--- src/rtl/core/rational_arith_reduce_top_macros.svh ---
// Assertion macros for the rational arithmetic block.
// Used by rational_arith_reduce_top; expects clk and rst in scope.
`ifndef RATIONAL_ARITH_REDUCE_TOP_MACROS_SVH
`define RATIONAL_ARITH_REDUCE_TOP_MACROS_SVH

// same-cycle implication
`define RAR_ASSERT_IMPLY(lbl, ante, cons) \
  lbl: assert property (@(posedge clk) disable iff (rst) (ante) |-> (cons)) \
    else $error("rar check failed");

// next-cycle implication
`define RAR_ASSERT_NEXT(lbl, ante, cons) \
  lbl: assert property (@(posedge clk) disable iff (rst) (ante) |=> (cons)) \
    else $error("rar check failed");

`endif

--- src/rtl/core/rar_pkg.sv ---
// Package for the rational arithmetic block: widths, op codes, sequencer states.
// No dependencies.
`default_nettype none
package rar_pkg;
  localparam int DEF_IN_WIDTH = 16;
  localparam int NUM_W = 33;
  localparam int DEN_W = 31;
  localparam int OUT_TW = 64;

  typedef enum logic [1:0] {OP_ADD, OP_SUB, OP_MUL, OP_DIV} rar_op_t;

  typedef enum logic [3:0] {
    ST_IDLE, ST_MUL1, ST_MUL2, ST_MUL3, ST_SUM, ST_GCD, ST_DIVN, ST_DIVD, ST_DONE
  } rar_state_t;
endpackage
`default_nettype wire

--- src/rtl/core/rar_gcd.sv ---
// Binary gcd unit: one shift or subtract per cycle.
// Standalone; used by rational_arith_reduce_top.
`default_nettype none
module rar_gcd #(
  parameter int PW = 32
) (
  input  wire logic          clk,
  input  wire logic          rst,
  input  wire logic          start,
  input  wire logic [PW-1:0] a_in,
  input  wire logic [PW-1:0] b_in,
  output logic               done,
  output logic [PW-1:0]      g
);
  localparam int KW = $clog2(PW + 1);

  logic          busy;
  logic [PW-1:0] a;
  logic [PW-1:0] b;
  logic [KW-1:0] k;

  always_ff @(posedge clk) begin
    if (rst) begin
      busy <= 1'b0;
      done <= 1'b0;
    end else begin
      done <= 1'b0;
      if (start) begin
        a    <= a_in;
        b    <= b_in;
        k    <= '0;
        busy <= 1'b1;
      end else if (busy) begin
        if (a == '0) begin
          g    <= b << k;
          busy <= 1'b0;
          done <= 1'b1;
        end else if (b == '0) begin
          g    <= a << k;
          busy <= 1'b0;
          done <= 1'b1;
        end else if (!a[0] && !b[0]) begin
          a <= a >> 1;
          b <= b >> 1;
          k <= k + 1'b1;
        end else if (!a[0]) begin
          a <= a >> 1;
        end else if (!b[0]) begin
          b <= b >> 1;
        end else if (a >= b) begin
          a <= a - b;
        end else begin
          b <= b - a;
        end
      end
    end
  end
endmodule
`default_nettype wire

--- src/rtl/core/rar_div.sv ---
// Restoring serial divider, one quotient bit per cycle.
// Standalone; used by rational_arith_reduce_top.
`default_nettype none
module rar_div #(
  parameter int PW = 32
) (
  input  wire logic          clk,
  input  wire logic          rst,
  input  wire logic          start,
  input  wire logic [PW-1:0] dividend,
  input  wire logic [PW-1:0] divisor,
  output logic               done,
  output logic [PW-1:0]      quot
);
  localparam int CW = $clog2(PW + 1);

  logic          busy;
  logic [CW-1:0] cnt;
  logic [PW-1:0] rem;
  logic [PW-1:0] dv;
  logic [PW:0]   rs;
  logic [PW:0]   rd;
  logic          ge;

  always_comb begin
    rs = {rem, quot[PW-1]};
    ge = rs >= {1'b0, dv};
    rd = ge ? rs - {1'b0, dv} : rs;
  end

  always_ff @(posedge clk) begin
    if (rst) begin
      busy <= 1'b0;
      done <= 1'b0;
    end else begin
      done <= 1'b0;
      if (start) begin
        rem  <= '0;
        quot <= dividend;
        dv   <= divisor;
        cnt  <= '0;
        busy <= 1'b1;
      end else if (busy) begin
        rem  <= rd[PW-1:0];
        quot <= {quot[PW-2:0], ge};
        cnt  <= cnt + 1'b1;
        if (cnt == CW'(PW - 1)) begin
          busy <= 1'b0;
          done <= 1'b1;
        end
      end
    end
  end
endmodule
`default_nettype wire

--- src/rtl/core/rational_arith_reduce_top.sv ---
// Rational add/subtract/multiply/divide with reduction to lowest terms.
// Depends on rar_pkg, rar_gcd, rar_div and rational_arith_reduce_top_macros.svh.
//
// One item at a time: the shared multiplier forms the products in ST_MUL1,
// ST_MUL2 and ST_MUL3, ST_SUM forms the signed sum, a binary gcd runs at one
// shift or subtract a cycle, then two exact divisions run on the serial
// divider and the result is loaded into the output register. A zero result
// skips the gcd and the divisions; an item with a zero denominator or a divide
// by zero goes straight to ST_DONE. No new item is taken until the
// previous result is in the output register.
`default_nettype none
`include "rational_arith_reduce_top_macros.svh"
module rational_arith_reduce_top #(
  parameter int IN_WIDTH = rar_pkg::DEF_IN_WIDTH
) (
  input  wire logic clk,
  input  wire logic rst,
  input  wire logic s_axis_tvalid,
  output logic      s_axis_tready,
  // op, num_a, den_a, num_b, den_b
  input  wire logic [((2 + 4 * IN_WIDTH + 7) / 8) * 8 - 1:0] s_axis_tdata,
  output logic      m_axis_tvalid,
  input  wire logic m_axis_tready,
  // res_num, res_den
  output logic [rar_pkg::OUT_TW-1:0] m_axis_tdata,
  // error
  output logic      m_axis_tuser
);
  import rar_pkg::*;

  localparam int W  = IN_WIDTH;
  localparam int PW = 2 * IN_WIDTH;
  localparam int XN = (PW + 1 > NUM_W) ? PW + 1 : NUM_W;
  localparam int XD = (PW > DEN_W) ? PW : DEN_W;

  rar_state_t state, state_next;

  logic         s_acc;
  rar_op_t      in_op;
  logic [W-1:0] in_na, in_da, in_nb, in_db;
  logic         in_err;

  rar_op_t      op;
  logic         na_neg, da_neg, nb_neg, db_neg;
  logic [W-1:0] mna, mda, mnb, mdb;
  logic [W-1:0] mul_a, mul_b;
  logic [PW-1:0] prod;
  logic [PW-1:0] p1, p2, p3;
  logic         s1, s2, s3;
  logic [PW-1:0] sum_mag;
  logic         sum_neg;
  logic [PW-1:0] nmag;
  logic         rneg;
  logic         zres, err;
  logic [PW-1:0] qn, qd;

  logic          gcd_start, gcd_done;
  logic [PW-1:0] gcd_g;
  logic          div_start, div_done;
  logic [PW-1:0] div_dividend, div_q;

  logic [XN-1:0] num_x;
  logic [XD-1:0] den_x;
  logic [NUM_W-1:0] out_num;
  logic [DEN_W-1:0] out_den;
  logic             load_out;

  assign s_axis_tready = (state == ST_IDLE);
  assign s_acc = s_axis_tvalid && s_axis_tready;

  always_comb begin
    in_op  = rar_op_t'(s_axis_tdata[1:0]);
    in_na  = s_axis_tdata[2 +: W];
    in_da  = s_axis_tdata[2 + W +: W];
    in_nb  = s_axis_tdata[2 + 2 * W +: W];
    in_db  = s_axis_tdata[2 + 3 * W +: W];
    in_err = (in_da == '0) || (in_db == '0) || ((in_op == OP_DIV) && (in_nb == '0));
  end

  always_ff @(posedge clk) begin
    if (s_acc) begin
      op     <= in_op;
      na_neg <= in_na[W-1];
      da_neg <= in_da[W-1];
      nb_neg <= in_nb[W-1];
      db_neg <= in_db[W-1];
      mna    <= in_na[W-1] ? -in_na : in_na;
      mda    <= in_da[W-1] ? -in_da : in_da;
      mnb    <= in_nb[W-1] ? -in_nb : in_nb;
      mdb    <= in_db[W-1] ? -in_db : in_db;
    end
  end

  // shared multiplier operand select
  always_comb begin
    mul_a = mna;
    mul_b = mdb;
    unique case (state)
      ST_MUL1: begin
        mul_a = mna;
        mul_b = (op == OP_MUL) ? mnb : mdb;
      end
      ST_MUL2: begin
        mul_a = mnb;
        mul_b = mda;
      end
      ST_MUL3: begin
        mul_a = mda;
        mul_b = (op == OP_DIV) ? mnb : mdb;
      end
      default: begin
        mul_a = mna;
        mul_b = mdb;
      end
    endcase
    prod = PW'(mul_a) * PW'(mul_b);
  end

  always_ff @(posedge clk) begin
    if (state == ST_MUL1) p1 <= prod;
    if (state == ST_MUL2) p2 <= prod;
    if (state == ST_MUL3) p3 <= prod;
  end

  always_comb begin
    s1 = (op == OP_MUL) ? (na_neg ^ nb_neg) : (na_neg ^ db_neg);
    s2 = nb_neg ^ da_neg ^ (op == OP_SUB);
    s3 = (op == OP_DIV) ? (da_neg ^ nb_neg) : (da_neg ^ db_neg);
    if (op == OP_MUL || op == OP_DIV) begin
      sum_mag = p1;
      sum_neg = s1;
    end else if (s1 == s2) begin
      sum_mag = p1 + p2;
      sum_neg = s1;
    end else if (p1 >= p2) begin
      sum_mag = p1 - p2;
      sum_neg = s1;
    end else begin
      sum_mag = p2 - p1;
      sum_neg = s2;
    end
  end

  always_ff @(posedge clk) begin
    if (s_acc) begin
      err  <= in_err;
      zres <= in_err;
    end
    if (state == ST_SUM) begin
      nmag <= sum_mag;
      rneg <= sum_neg ^ s3;
      zres <= (sum_mag == '0);
    end
    if (state == ST_DIVN && div_done) qn <= div_q;
    if (state == ST_DIVD && div_done) qd <= div_q;
  end

  always_ff @(posedge clk) begin
    if (rst) state <= ST_IDLE;
    else     state <= state_next;
  end

  always_comb begin
    state_next   = state;
    gcd_start    = 1'b0;
    div_start    = 1'b0;
    div_dividend = (state == ST_GCD) ? nmag : p3;
    load_out     = 1'b0;
    unique case (state)
      ST_IDLE: if (s_acc) state_next = in_err ? ST_DONE : ST_MUL1;
      ST_MUL1: state_next = ST_MUL2;
      ST_MUL2: state_next = ST_MUL3;
      ST_MUL3: state_next = ST_SUM;
      ST_SUM: begin
        if (sum_mag == '0) begin
          state_next = ST_DONE;
        end else begin
          gcd_start  = 1'b1;
          state_next = ST_GCD;
        end
      end
      ST_GCD: begin
        if (gcd_done) begin
          div_start  = 1'b1;
          state_next = ST_DIVN;
        end
      end
      ST_DIVN: begin
        if (div_done) begin
          div_start  = 1'b1;
          state_next = ST_DIVD;
        end
      end
      ST_DIVD: if (div_done) state_next = ST_DONE;
      ST_DONE: begin
        if (!m_axis_tvalid || m_axis_tready) begin
          load_out   = 1'b1;
          state_next = ST_IDLE;
        end
      end
      default: state_next = ST_IDLE;
    endcase
  end

  rar_gcd #(.PW(PW)) u_gcd (
    .clk  (clk),
    .rst  (rst),
    .start(gcd_start),
    .a_in (sum_mag),
    .b_in (p3),
    .done (gcd_done),
    .g    (gcd_g)
  );

  rar_div #(.PW(PW)) u_div (
    .clk     (clk),
    .rst     (rst),
    .start   (div_start),
    .dividend(div_dividend),
    .divisor (gcd_g),
    .done    (div_done),
    .quot    (div_q)
  );

  always_comb begin
    num_x   = rneg ? -XN'(qn) : XN'(qn);
    den_x   = XD'(qd);
    out_num = zres ? '0 : num_x[NUM_W-1:0];
    out_den = zres ? DEN_W'(1) : den_x[DEN_W-1:0];
  end

  always_ff @(posedge clk) begin
    if (rst) begin
      m_axis_tvalid <= 1'b0;
    end else if (load_out) begin
      m_axis_tvalid <= 1'b1;
    end else if (m_axis_tready) begin
      m_axis_tvalid <= 1'b0;
    end
  end

  always_ff @(posedge clk) begin
    if (load_out) begin
      m_axis_tdata <= OUT_TW'({out_den, out_num});
      m_axis_tuser <= err;
    end
  end

  `RAR_ASSERT_NEXT(a_err_fast, s_acc && in_err, state == ST_DONE)
  `RAR_ASSERT_IMPLY(a_gcd_nz, gcd_done, gcd_g != '0)
  `RAR_ASSERT_IMPLY(a_den_nz, m_axis_tvalid, m_axis_tdata[NUM_W +: DEN_W] != '0)
  `RAR_ASSERT_IMPLY(a_err_zero, m_axis_tvalid && m_axis_tuser, m_axis_tdata[NUM_W-1:0] == '0)
endmodule
`default_nettype wire

--- config.mk ---
export PLATFORM = sky130hd
export DESIGN_NAME = rational_arith_reduce_top
export DESIGN_NICKNAME = d
export VERILOG_FILES = /design/src/rtl/core/rar_pkg.sv /design/src/rtl/core/rar_gcd.sv /design/src/rtl/core/rar_div.sv /design/src/rtl/core/rational_arith_reduce_top.sv
export VERILOG_INCLUDE_DIRS = /design/src /design/src/rtl/core
export SDC_FILE = /design/constraint.sdc
export NUM_CORES = 2
export LEC_CHECK = 0
export ABC_AREA = 0
export BUFFER_PORTS_ARGS = -buffer_cell sky130_fd_sc_hd__buf_2
export CAP_MARGIN = 15
export CORE_ASPECT_RATIO = 1.5
export CORE_UTILIZATION = 45
export CTS_BUF_LIST = sky130_fd_sc_hd__clkbuf_8
export DETAILED_ROUTE_END_ITERATION = 10
export PLACE_DENSITY = 0.63
export SLEW_MARGIN = 25
export SYNTH_ARGS = -nofsm -noshare
export SYNTH_HDL_FRONTEND = slang
export SYNTH_HIERARCHICAL = 1
export SYNTH_SLANG_ARGS = --single-unit
export TNS_END_PERCENT = 30
--- constraint.sdc ---
create_clock -name clk -period 10.3 [get_ports clk]
set_input_delay 1.545 -clock clk [delete_from_list [all_inputs] [get_ports clk]]
set_output_delay 1.545 -clock clk [all_outputs]
set_load 0.01 [all_outputs]
==> flow_metrics.tcl <==
set metrics [dict create \
    synth-edff-count 533 \
    antenna_found_initial 3 \
    die_w_um 258 \
    drc 0 \
    postSynth.asyncResetShare_pct 0 \
    gp_congestion 0.981 \
    drive_above_1_share_pct 10.8 \
    synth-xor-area-share_pct 4.54 \
    max_freq_mhz 110 \
    maxCapViolCount 0 \
    status "complete, no violations" \
    crit_start "state[1]" \
    finalCritPeriodShare_pct 88.5 \
    yosysWarnings 6 \
    yosys-mux-area-fraction_pct 4.07 \
    worstPathArrival_ps 9590 \
    synthesis.area_um2 44300 \
    fillers 9242 \
    period_needed_ps 9110 \
    dr.pass1.iters 5 \
    postCtsSetupRepairBufs 0 \
    hold_path.class "reg -> reg" \
    synthSimpleGateAreaFrac_pct 14.7 \
    clk_latency_ps 800 \
    rr_endpoint "p3[28]" \
    regMostFlops "m_axis_tdata" \
    reg2reg_slack_ps 1190 \
    routedWlPerCell_um 25.1 \
    tightest_slew_ps 1110 \
    grt_usage_pct 29.8 \
    seq_area_um2 16200 \
    dp_hpwl_um 121000 \
    synth_top_family_by_area "adder cells" \
    wl_um 151000 \
    num_vias 35432 \
    cts_tree "done" \
    rr_worst_depth 28 \
    portBuffers 136 \
    htree_levels 3 \
    synth_fa_ha_area_share_pct 17.6 \
    grt_pass1_vias 35901 \
    cts_buffer_depth 3 \
    cts_root_buffer "clkbuf_8" \
    grt_max_degree 99 \
    finalHoldViolCount 0 \
    initial_core_util_pct 45.5 \
    grt_overflow_total 0 \
    post_cts_resized 0 \
    syn-mean-instance-area_um2 9.66 \
    detail_route.iter0.violations 2617 \
    cts_buffers 90 \
    cts.sinks 542 \
    end_kind "flop" \
    synth_nets 5162 \
    rsz0062_at_grt "no" \
    critPathMaxFanout 18 \
    largest_reg_flops 64 \
    path_clk_slew_ps 60 \
    postCtsHoldBufs 0 \
    synthTopCellsByArea "edfxtp_1 (36%), fa_1 (9.0%), ha_1 (8.6%), inv_1 (4.2%), nor2_1 (3.9%)" \
    ys_seq_area_share_pct 36.6 \
    syn2layout_area_growth_pct 8.63 \
    yosysTopAreaCellShare_pct 36.2 \
    nNetsFinal 5233 \
    syn_inst 4583 \
    slowest_delay_ps 670 \
    avgViaCountPerCell 5.90 \
    setup_viol 0 \
    slew_headroom_pct 25.5 \
    grt_pass1_wl_um 220000 \
    synth_compound_area_share_pct 16.0 \
    skew_ps 57.5 \
    core_um2 97200 \
    postRouteAntennaNets 0 \
    crit_path_top_delay_cell "a2111oi_0" \
    endpoint "p3[28]" \
    die-area_um2 99700 \
    startpoint_type "flop" \
    ios 143 \
    ys_ff_latch 542 \
    reg2reg_from "state[1]" \
    multi_input_area_um2 25400 \
    cp.required_ps 10780 \
    tns_ps 0 \
    die_h_um 386 \
    ys.flop_type "edfxtp_1" \
    worstSetupPathType "reg -> reg" \
    drv_slew 0 \
    rows 140 \
    yosysUniqueCellTypes 109 \
    synth_top_area_cell "edfxtp_1" \
]
-- cells by family after synthesis --
group | count (synthesis)
adder cells (fa/ha/maj) | 503
flip-flops | 542
AND/OR/NAND/NOR | 1386
AO/OA/AOI/OAI | 1038
XOR/XNOR | 228
multiplexers | 164
buffers and inverters | 722
-- metrics by stage --
step           util, %  cell area [um^2]  hold WS (ps)  worst slack [ps]  instances
3_5_place_dp      47.5             46200           405              1280       5839
3_3_place_gp      47.5             46200           401              1370       5839
2_1_floorplan        -             44300           400               514       4583
5_1_grt           49.5             48100           412               557       6007
6_report          49.5             48100           394              1190       6009
4_1_cts           49.4             48000           402              1240       6005
-- synthesized netlist by cell type (all sizes together), types with 33 or more instances --
library cell,instances
a211oi,36
a21o,74
a21oi,293
a221oi,36
buf,67
clkbuf,160
edfxtp,533
fa,200
ha,303
inv,495
mux2,77
mux2i,82
nand2,411
nand2b,39
nand3,56
nand4,49
nor2,459
nor2b,77
nor3,91
nor4,39
o21a,40
o21ai,203
o31ai,49
or3,33
xnor2,145
xor2,82
-- area by class of cell --
type / count / share of cell area [%]
multi-input combinational: 3319 / 52.7
inverter: 495 / 3.86
antenna: 3 / 0.0156
clock inverter: 76 / 1.29
clock buffer: 90 / 2.58
timing repair buffer: 206 / 2.56
tap: 1278 / 3.33
sequential: 542 / 33.7
-- cells in the final DEF, fill, tap and decap left out, types with 48 or more instances in the layout --
cell / instances
edfxtp_1: 533
inv_1: 504
nor2_1: 450
nand2_1: 409
ha_1: 303
a21oi_1: 289
fa_1: 200
o21ai_0: 180
xnor2_1: 144
buf_2: 136
clkbuf_8: 90
nor3_1: 87
mux2i_1: 82
xor2_1: 81
nor2b_1: 76
mux2_2: 76
a21o_1: 73
buf_4: 68
nand3_1: 55
nand4_1: 49
o31ai_1: 48
-- how the worst min path moves through the flow --
stage / start / endpoint / slack (ps) / depth (start not counted)
2_1_floorplan: err / m_axis_tuser / 400 / 0
4_1_cts: u_gcd/g[28] / u_div/dv[28] / 400 / 0
5_1_grt: u_gcd/g[28] / u_div/dv[28] / 410 / 0
6_report: u_gcd/g[28] / u_div/dv[28] / 390 / 0
3_5_place_dp: u_gcd/g[16] / u_div/dv[16] / 400 / 0
3_3_place_gp: u_gcd/g[26] / u_div/dv[26] / 400 / 0
-- worst max-delay path, delay by kind of cell, from the launching register on --
| kind | cells | cell delay (ps) |
|---|---|---|
| and+or+nand+nor | 6 | 1580 |
| buffers and inverters | 7 | 560 |
| xor gates and xnor gates | 1 | 640 |
| AOI/OAI and AO/OA | 7 | 2060 |
| DFF | 1 | 600 |
| adders and majority gates | 7 | 3290 |
-- routing by layer --
metal  share of wire, %  wire [um]  global-route usage, %
met2                 54      80700                   56.5
met5             0.0086         13                      0
met3                4.2       6360                   3.85
met4                8.7      13100                   23.6
met1                 34      50500                   29.0
Power is not shown: default switching activity piles up to over one toggle a cycle in this logic, so the estimate is an artifact.
